==> src/sv/vse_pkg.sv <==
package vse_pkg;

   // Default grid size: interior side and number of height levels
   localparam int SIDE_DEFAULT   = 16;
   localparam int LEVELS_DEFAULT = 64;

   // Field widths
   localparam int POS_W  = 6;
   localparam int BASE_W = 11;
   localparam int Z_W    = 12;
   localparam int ZIDX_W = 8;

   // Scan position decode handed from the counters to the stencil stage
   typedef struct packed {
      logic              report;
      logic              last;
      logic [POS_W-1:0]  pos_x;
      logic [POS_W-1:0]  pos_y;
      logic [ZIDX_W-1:0] z_index;
   } scan_info_type;

endpackage

==> src/sv/vse_channels.sv <==
// Voxel input channel
interface vse_req_if;
   logic valid;
   logic ready;
   logic air_bit;
   logic frame_start;

   modport source (output valid, output air_bit, output frame_start, input ready);
   modport sink   (input valid, input air_bit, input frame_start, output ready);
endinterface

// Surface result channel
interface vse_rsp_if;
   logic                            valid;
   logic                            ready;
   logic                            is_surface;
   logic [vse_pkg::POS_W-1:0]       pos_x;
   logic [vse_pkg::POS_W-1:0]       pos_y;
   logic signed [vse_pkg::Z_W-1:0]  pos_z;
   logic                            frame_end;

   modport source (output valid, output is_surface, output pos_x, output pos_y,
                   output pos_z, output frame_end, input ready);
   modport sink   (input valid, input is_surface, input pos_x, input pos_y,
                   input pos_z, input frame_end, output ready);
endinterface

// Height base register write channel
interface vse_csr_if;
   logic                              valid;
   logic                              ready;
   logic signed [vse_pkg::BASE_W-1:0] height_base;

   modport source (output valid, output height_base, input ready);
   modport sink   (input valid, input height_base, output ready);
endinterface

==> src/sv/vse_cell.sv <==
// One row segment of the voxel delay line. Shifts one bit in per accepted
// beat; bit 0 is the newest. All bits are visible as stencil taps.
module vse_cell #(
   parameter int LEN = 66
) (
   input  logic           clock,
   input  logic           shift_en,
   input  logic           bit_in,
   output logic [LEN-1:0] taps,
   output logic           bit_out
);

   logic [LEN-1:0] data_ff;
   logic [LEN-1:0] data_in;

   // shift toward the older end
   always_comb begin
      data_in = {data_ff[LEN-2:0], bit_in};
   end

   always_ff @(posedge clock) begin
      if (shift_en) begin
         data_ff <= data_in;
      end
   end

   assign taps    = data_ff;
   assign bit_out = data_ff[LEN-1];

endmodule

==> src/sv/vse_scan.sv <==
// Padded-grid position counters (plane, row, level) and the decode of the
// interior voxel whose stencil the current beat completes.
module vse_scan #(
   parameter int SIDE   = vse_pkg::SIDE_DEFAULT,
   parameter int LEVELS = vse_pkg::LEVELS_DEFAULT
) (
   input  logic                   clock,
   input  logic                   reset,
   input  logic                   advance,
   input  logic                   frame_start,
   output vse_pkg::scan_info_type info
);

   localparam int ROWLEN = LEVELS + 2;
   localparam int A_W    = $clog2(SIDE + 2);
   localparam int C_W    = $clog2(ROWLEN);

   logic [A_W-1:0] a_ff, a_in, a_cur;
   logic [A_W-1:0] b_ff, b_in, b_cur;
   logic [C_W-1:0] c_ff, c_in, c_cur;
   logic [A_W-1:0] a_off;
   logic [A_W-1:0] b_off;
   logic [C_W-1:0] c_off;

   // frame start forces the position of this beat to the origin
   always_comb begin
      a_cur = frame_start ? '0 : a_ff;
      b_cur = frame_start ? '0 : b_ff;
      c_cur = frame_start ? '0 : c_ff;
   end

   // raster advance: level innermost, then row, then plane
   always_comb begin
      a_in = a_cur;
      b_in = b_cur;
      c_in = c_cur + C_W'(1);
      if (c_cur == C_W'(ROWLEN - 1)) begin
         c_in = '0;
         b_in = b_cur + A_W'(1);
         if (b_cur == A_W'(SIDE + 1)) begin
            b_in = '0;
            a_in = a_cur + A_W'(1);
            if (a_cur == A_W'(SIDE + 1)) begin
               a_in = '0;
            end
         end
      end
   end

   always_ff @(posedge clock) begin
      if (reset) begin
         a_ff <= '0;
         b_ff <= '0;
         c_ff <= '0;
      end else if (advance) begin
         a_ff <= a_in;
         b_ff <= b_in;
         c_ff <= c_in;
      end
   end

   // interior voxel one plane back at the same row and level
   always_comb begin
      a_off = a_cur - A_W'(2);
      b_off = b_cur - A_W'(1);
      c_off = c_cur - C_W'(1);
      info.report  = (a_cur >= A_W'(2)) &&
                     (b_cur >= A_W'(1)) && (b_cur <= A_W'(SIDE)) &&
                     (c_cur >= C_W'(1)) && (c_cur <= C_W'(LEVELS));
      info.last    = (a_cur == A_W'(SIDE + 1)) && (b_cur == A_W'(SIDE)) &&
                     (c_cur == C_W'(LEVELS));
      info.pos_x   = vse_pkg::POS_W'(a_off);
      info.pos_y   = vse_pkg::POS_W'(b_off);
      info.z_index = vse_pkg::ZIDX_W'(c_off);
   end

endmodule

==> src/sv/voxel_surface_extract_top.sv <==
// Streaming six-neighbor surface extraction. Voxels of a padded grid of
// (SIDE+2) x (SIDE+2) x (LEVELS+2) bits arrive one per beat, first axis
// outermost and height innermost; frame_start restarts the position at the
// origin. A beat is taken every cycle unless the single result register
// holds an unread result, and each beat that completes the stencil of an
// interior voxel yields its result in the next cycle. The stencil sees the
// last two planes through a delay line of 2*(SIDE+2) row cells, each of
// LEVELS+2 bits, that shifts once per beat; it needs no clearing after reset
// since results start only once two planes of a grid are in. height_base is to
// be written through the csr channel while the block is idle (not enforced).
module voxel_surface_extract_top #(
   parameter int SIDE   = vse_pkg::SIDE_DEFAULT,
   parameter int LEVELS = vse_pkg::LEVELS_DEFAULT
) (
   input  logic      clock,
   input  logic      reset,
   vse_req_if.sink   req_bus,
   vse_rsp_if.source rsp_bus,
   vse_csr_if.sink   csr_bus
);

   localparam int ROWLEN   = LEVELS + 2;
   localparam int PLANE    = (SIDE + 2) * ROWLEN;
   localparam int NCELLS   = 2 * (SIDE + 2);
   localparam int LINE_LEN = NCELLS * ROWLEN;

   // tap k holds the bit from k beats ago
   localparam int T_OLDER  = 2 * PLANE;
   localparam int T_CENTER = PLANE;
   localparam int T_ROW_UP = PLANE - ROWLEN;
   localparam int T_ROW_DN = PLANE + ROWLEN;
   localparam int T_LVL_UP = PLANE - 1;
   localparam int T_LVL_DN = PLANE + 1;

   logic                              accept;
   logic                              req_ready;
   vse_pkg::scan_info_type            info;
   logic [LINE_LEN-1:0]               line_bits;
   logic [NCELLS:0]                   chain;
   logic                              any_air;
   logic                              surface;
   logic signed [vse_pkg::Z_W-1:0]    pos_z;
   logic signed [vse_pkg::BASE_W-1:0] height_base_ff;

   logic                              rsp_valid_ff, rsp_valid_in;
   logic                              is_surface_ff;
   logic [vse_pkg::POS_W-1:0]         pos_x_ff;
   logic [vse_pkg::POS_W-1:0]         pos_y_ff;
   logic signed [vse_pkg::Z_W-1:0]    pos_z_ff;
   logic                              frame_end_ff;

   // input beat taken whenever the result register is free or draining
   assign req_ready     = !rsp_valid_ff || rsp_bus.ready;
   assign req_bus.ready = req_ready;
   assign accept        = req_bus.valid && req_ready;

   // position counters
   vse_scan #(
      .SIDE   (SIDE),
      .LEVELS (LEVELS)
   ) u_scan (
      .clock       (clock),
      .reset       (reset),
      .advance     (accept),
      .frame_start (req_bus.frame_start),
      .info        (info)
   );

   // delay line of row cells
   assign chain[0] = req_bus.air_bit;

   for (genvar g = 0; g < NCELLS; g++) begin : g_cell
      vse_cell #(
         .LEN (ROWLEN)
      ) u_cell (
         .clock    (clock),
         .shift_en (accept),
         .bit_in   (chain[g]),
         .taps     (line_bits[g*ROWLEN +: ROWLEN]),
         .bit_out  (chain[g+1])
      );
   end

   // six-neighbor stencil on the voxel one plane back
   always_comb begin
      any_air = req_bus.air_bit |
                line_bits[T_OLDER-1]  |
                line_bits[T_ROW_UP-1] | line_bits[T_ROW_DN-1] |
                line_bits[T_LVL_UP-1] | line_bits[T_LVL_DN-1];
      surface = !line_bits[T_CENTER-1] && any_air;
      pos_z   = {height_base_ff[vse_pkg::BASE_W-1], height_base_ff} +
                vse_pkg::Z_W'(info.z_index);
   end

   // height base register
   assign csr_bus.ready = 1'b1;

   always_ff @(posedge clock) begin
      if (reset) begin
         height_base_ff <= '0;
      end else if (csr_bus.valid) begin
         height_base_ff <= csr_bus.height_base;
      end
   end

   // result register
   always_comb begin
      rsp_valid_in = rsp_valid_ff && !rsp_bus.ready;
      if (accept && info.report) begin
         rsp_valid_in = 1'b1;
      end
   end

   always_ff @(posedge clock) begin
      if (reset) begin
         rsp_valid_ff <= 1'b0;
      end else begin
         rsp_valid_ff <= rsp_valid_in;
      end
   end

   always_ff @(posedge clock) begin
      if (accept && info.report) begin
         is_surface_ff <= surface;
         pos_x_ff      <= info.pos_x;
         pos_y_ff      <= info.pos_y;
         pos_z_ff      <= pos_z;
         frame_end_ff  <= info.last;
      end
   end

   assign rsp_bus.valid      = rsp_valid_ff;
   assign rsp_bus.is_surface = is_surface_ff;
   assign rsp_bus.pos_x      = pos_x_ff;
   assign rsp_bus.pos_y      = pos_y_ff;
   assign rsp_bus.pos_z      = pos_z_ff;
   assign rsp_bus.frame_end  = frame_end_ff;

endmodule

==> src/flat_wrapper.sv <==
// flat-port wrapper written by rule: the top's interface ports become plain ports
module voxel_surface_extract_top_flat 
#(
   parameter int SIDE   = vse_pkg::SIDE_DEFAULT,
   parameter int LEVELS = vse_pkg::LEVELS_DEFAULT
)
  (clock, reset, req_bus_valid, req_bus_air_bit, req_bus_frame_start, req_bus_ready, rsp_bus_valid, rsp_bus_is_surface, rsp_bus_pos_x, rsp_bus_pos_y, rsp_bus_pos_z, rsp_bus_frame_end, rsp_bus_ready, csr_bus_valid, csr_bus_height_base, csr_bus_ready);
  vse_req_if req_bus_i ();
  vse_rsp_if rsp_bus_i ();
  vse_csr_if csr_bus_i ();
  input  logic clock;
  input  logic reset;
  input wire logic [$bits(req_bus_i.valid)-1:0] req_bus_valid;
  input wire logic [$bits(req_bus_i.air_bit)-1:0] req_bus_air_bit;
  input wire logic [$bits(req_bus_i.frame_start)-1:0] req_bus_frame_start;
  output wire logic [$bits(req_bus_i.ready)-1:0] req_bus_ready;
  output wire logic [$bits(rsp_bus_i.valid)-1:0] rsp_bus_valid;
  output wire logic [$bits(rsp_bus_i.is_surface)-1:0] rsp_bus_is_surface;
  output wire logic [$bits(rsp_bus_i.pos_x)-1:0] rsp_bus_pos_x;
  output wire logic [$bits(rsp_bus_i.pos_y)-1:0] rsp_bus_pos_y;
  output wire logic [$bits(rsp_bus_i.pos_z)-1:0] rsp_bus_pos_z;
  output wire logic [$bits(rsp_bus_i.frame_end)-1:0] rsp_bus_frame_end;
  input wire logic [$bits(rsp_bus_i.ready)-1:0] rsp_bus_ready;
  input wire logic [$bits(csr_bus_i.valid)-1:0] csr_bus_valid;
  input wire logic [$bits(csr_bus_i.height_base)-1:0] csr_bus_height_base;
  output wire logic [$bits(csr_bus_i.ready)-1:0] csr_bus_ready;
  assign req_bus_i.valid = req_bus_valid;
  assign req_bus_i.air_bit = req_bus_air_bit;
  assign req_bus_i.frame_start = req_bus_frame_start;
  assign req_bus_ready = req_bus_i.ready;
  assign rsp_bus_valid = rsp_bus_i.valid;
  assign rsp_bus_is_surface = rsp_bus_i.is_surface;
  assign rsp_bus_pos_x = rsp_bus_i.pos_x;
  assign rsp_bus_pos_y = rsp_bus_i.pos_y;
  assign rsp_bus_pos_z = rsp_bus_i.pos_z;
  assign rsp_bus_frame_end = rsp_bus_i.frame_end;
  assign rsp_bus_i.ready = rsp_bus_ready;
  assign csr_bus_i.valid = csr_bus_valid;
  assign csr_bus_i.height_base = csr_bus_height_base;
  assign csr_bus_ready = csr_bus_i.ready;
  voxel_surface_extract_top #(.SIDE(SIDE), .LEVELS(LEVELS)) u_core (.clock(clock), .reset(reset), .req_bus(req_bus_i), .rsp_bus(rsp_bus_i), .csr_bus(csr_bus_i));
endmodule
==> config.mk <==
export PLATFORM = sky130hd
export DESIGN_NAME = voxel_surface_extract_top_flat
export DESIGN_NICKNAME = d
export VERILOG_FILES = /design/src/sv/vse_pkg.sv /design/src/sv/vse_channels.sv /design/src/sv/vse_cell.sv /design/src/sv/vse_scan.sv /design/src/sv/voxel_surface_extract_top.sv /design/src/flat_wrapper.sv
export SDC_FILE = /design/constraint.sdc
export NUM_CORES = 1
export LEC_CHECK = 0
export BUFFER_PORTS_ARGS = -buffer_cell sky130_fd_sc_hd__buf_2
export CAP_MARGIN = 20
export CORE_ASPECT_RATIO = 0.5
export CORE_UTILIZATION = 45
export DETAILED_ROUTE_END_ITERATION = 12
export GPL_TIMING_DRIVEN = 0
export SYNTH_ARGS = -nofsm -noshare
export SYNTH_HDL_FRONTEND = slang
export SYNTH_SLANG_ARGS = --single-unit
export TNS_END_PERCENT = 30
==> constraint.sdc <==
create_clock -name clock -period 119.1 [get_ports clock]
set_clock_uncertainty 0.1 [all_clocks]
set_input_delay 11.91 -clock clock [delete_from_list [all_inputs] [get_ports clock]]
set_output_delay 11.91 -clock clock [all_outputs]
set_load 0.01 [all_outputs]
==> results.sh <==
export IMPL_hp_class="flip-flop to flip-flop"
export IMPL_yosys_area_top_type="edfxtp_1"
export IMPL_outcome="finished clean"
export IMPL_grt_remaining_overflow=0
export IMPL_multi_input_area_um2=1570
export IMPL_tightest_slew_ns=0.899
export IMPL_hold_viol_final=0
export IMPL_grt_setup_unrepaired="false"
export IMPL_synth_ff_type="edfxtp_1"
export IMPL_die_y_um=289
export IMPL_period_needed_ns=24.70
export IMPL_firstDrtPassIters=5
export IMPL_crit_start="rsp_bus_ready"
export IMPL_synth_distinct_cells=55
export IMPL_antenna_found_initial=3
export IMPL_netlist_area_leader_share_pct=96.9
export IMPL_postCtsResizedCells=0
export IMPL_grt_pass1_wl_mm=142
export IMPL_htree_levels=4
export IMPL_synth_edf_count=2400
export IMPL_layout_nets=3000
export IMPL_max_freq_mhz=40.5
export IMPL_setup_tns_ns=0
export IMPL_arrival_ns=12.69
export IMPL_worstSetupPathType="input pin to primary output"
export IMPL_antenna_cells=0
export IMPL_gp_congestion=0.739
export IMPL_p_per_area_nw_per_um2=19.6
export IMPL_ys_seq_area_share_pct=97.7
export IMPL_synth_area_um2=74400
export IMPL_start_kind="input pin"
export IMPL_track_usage_pct=10.7
export IMPL_slew_headroom_pct=40.0
export IMPL_synth_area_top_cells="edfxtp_1 (97%), dfxtp_1 (0.78%), ha_1 (0.29%)"
export IMPL_first_iter_violations=2366
export IMPL_postCtsSetupRepairBufs=0
export IMPL_holdPathEnd="u_core.g_cell[35].u_cell.taps[17]$_DFFE_PP_"
export IMPL_ant_nets=0
export IMPL_rows=105
export IMPL_cts_tree="built"
export IMPL_post_drt_wl_per_cell_um=16.7
export IMPL_core_area_um2=164000
export IMPL_cts_buffers_inserted=197
export IMPL_ios=47
export IMPL_hpwl_mm=38.7
export IMPL_synthArstFlopShare_pct=0
export IMPL_leakage_nw=28.0
export IMPL_finalPower_mw=1.65
export IMPL_holdBufCountCts=0
export IMPL_worstPathRequired_ns=107.09
export IMPL_final_common_cell="edfxtp_1"
export IMPL_hold_path_startpoint="u_core.g_cell[35].u_cell.taps[16]$_DFFE_PP_"
export IMPL_root_buffer="clkbuf_16"
export IMPL_slew_violations=0
export IMPL_area_growth_pct=13.3
export IMPL_synthCells=2698
export IMPL_via_per_inst=4.71
export IMPL_register_area_um2=72600
export IMPL_regToRegSetupSlack_ns=114.39
export IMPL_vias=25100
export IMPL_setup_viol=0
export IMPL_maxCapViolations=0
export IMPL_ys_warn_count=0
export IMPL_drc=0
export IMPL_reg2reg_to="u_core.g_cell[28].u_cell.taps[56]$_DFFE_PP_"
export IMPL_period_share_pct=20.7
export IMPL_clock_latency_ns=0.79
export IMPL_avgSynthCellArea_um2=27.6
export IMPL_drt_total_wl_mm=88.8
export IMPL_critPathCaptureType="primary output"
export IMPL_fill_cells=12300
export IMPL_cts_buffer_depth=3
export IMPL_initial_utilization_pct=45.3
export IMPL_clock_sinks=2429
export IMPL_vdd_drop_max_uv=15.7
export IMPL_dieWidth_um=577
export IMPL_yosys_register_bits=2429
export IMPL_io_buffers=42
export IMPL_r2r_cells=10
export IMPL_drive_above_1_share_pct=11.2
export IMPL_r2r_start="u_core.rsp_bus.valid$_SDFF_PP0_"
export IMPL_final_util_pct=51.4
export IMPL_path_clk_slew_ns=0.07
export IMPL_grt_pass1_vias=24400
export IMPL_die_area_um2=167000
export IMPL_hold_path_depth=0
export IMPL_cp_max_fo=4
export IMPL_final_cell_mix="edfxtp_1 (2400), clkbuf_16 (197), clkbuf_1 (63), clkinv_1 (47), buf_2 (46)"
export IMPL_grt_max_degree=121
==> state kept, by name, summed over array words and instances (netlist names), 5 cells and up <==
name                       cells
u_core.g_cell.u_cell.taps   2376
u_core.height_base_ff         11
u_core.rsp_bus.pos_x           5
u_core.rsp_bus.pos_y           5
u_core.rsp_bus.pos_z          12
u_core.u_scan.a_ff             5
u_core.u_scan.b_ff             5
u_core.u_scan.c_ff             7
==> metrics by stage <==
step / cells / setup slack, ns / area (µm²) / hold slack [ns]
2_1_floorplan: 2699 / 46.07 / 74400 / 0.300
4_1_cts: 5321 / 94.40 / 84300 / 0.277
3_3_place_gp: 4934 / 29.64 / 77300 / 0.305
6_report: 5321 / 94.40 / 84300 / 0.280
3_5_place_dp: 4958 / 94.40 / 78000 / 0.305
5_1_grt: 5321 / 94.30 / 84300 / 0.292
==> metal layers <==
metal | vias to the layer above | track usage, % | part of all wire (%)
met5 | - | 0 | 0
li1 | 11500 | - | -
met4 | 0 | 3.79 | 2.0
met3 | 172 | 2.65 | 4.4
met2 | 427 | 13.0 | 38
met1 | 13000 | 18.3 | 56
==> where the power goes <==
group / total (mW) / internal [mW] / leakage [nW] / switching, mW
Combinational: 0.0224 / 0.00423 / 1.19 / 0.0182
Clock: 0.626 / 0.345 / 3.04 / 0.281
Sequential: 1.01 / 0.992 / 23.7 / 0.0137
==> worst max-delay path by stage <==
stage / endpoint / slack [ns] / cells past startpoint
finish: req_bus_ready / 94.40 / 4
global placement: u_core.g_cell[27].u_cell.taps[61]$_DFFE_PP_ / 29.64 / 5
floorplan: u_core.g_cell[0].u_cell.taps[0]$_DFFE_PP_ / 46.07 / 4
CTS: req_bus_ready / 94.40 / 4
detailed placement: req_bus_ready / 94.40 / 4
global route: req_bus_ready / 94.30 / 4
==> synthesized netlist by cell type (4+ instances only) <==
library cell  number
a211oi_1           4
a21oi_1           19
a31oi_1           11
buf_2              4
buf_4              4
clkbuf_1          10
dfxtp_1           29
edfxtp_1        2400
ha_1              17
inv_1             14
mux2i_1           12
nand2_1           30
nand3_1           10
nor2_1            25
nor3_1             8
nor3b_1            5
o211ai_1           5
o21ai_0           20
o21bai_1           4
xnor2_1           10
==> area by class of cell <==
class / count / area share (%)
inverters: 16 / 0.0772
flip-flops and latches: 2429 / 86.2
clock inverters: 113 / 1.34
repair buffers: 66 / 1.03
well taps: 2193 / 3.26
plain buffers: 21 / 0.135
multi-input cells: 233 / 1.86
clock buffers: 250 / 6.09
==> kinds of logic after synthesis <==
group	share of synthesized area, %
xor+xnor	0.130
fa+ha+maj	0.313
flops	97.7
simple gates	0.801
buf+inv	0.234
compound gates	0.690
mux	0.161
other cells	0.0101
==> worst max-delay path, cell delays in order <==
cell and delay (ns):
buf_2 0.10, nor2b_1 0.32, inv_1 0.18, buf_2 0.18
No activity file was read; power rests on OpenSTA's default activity.
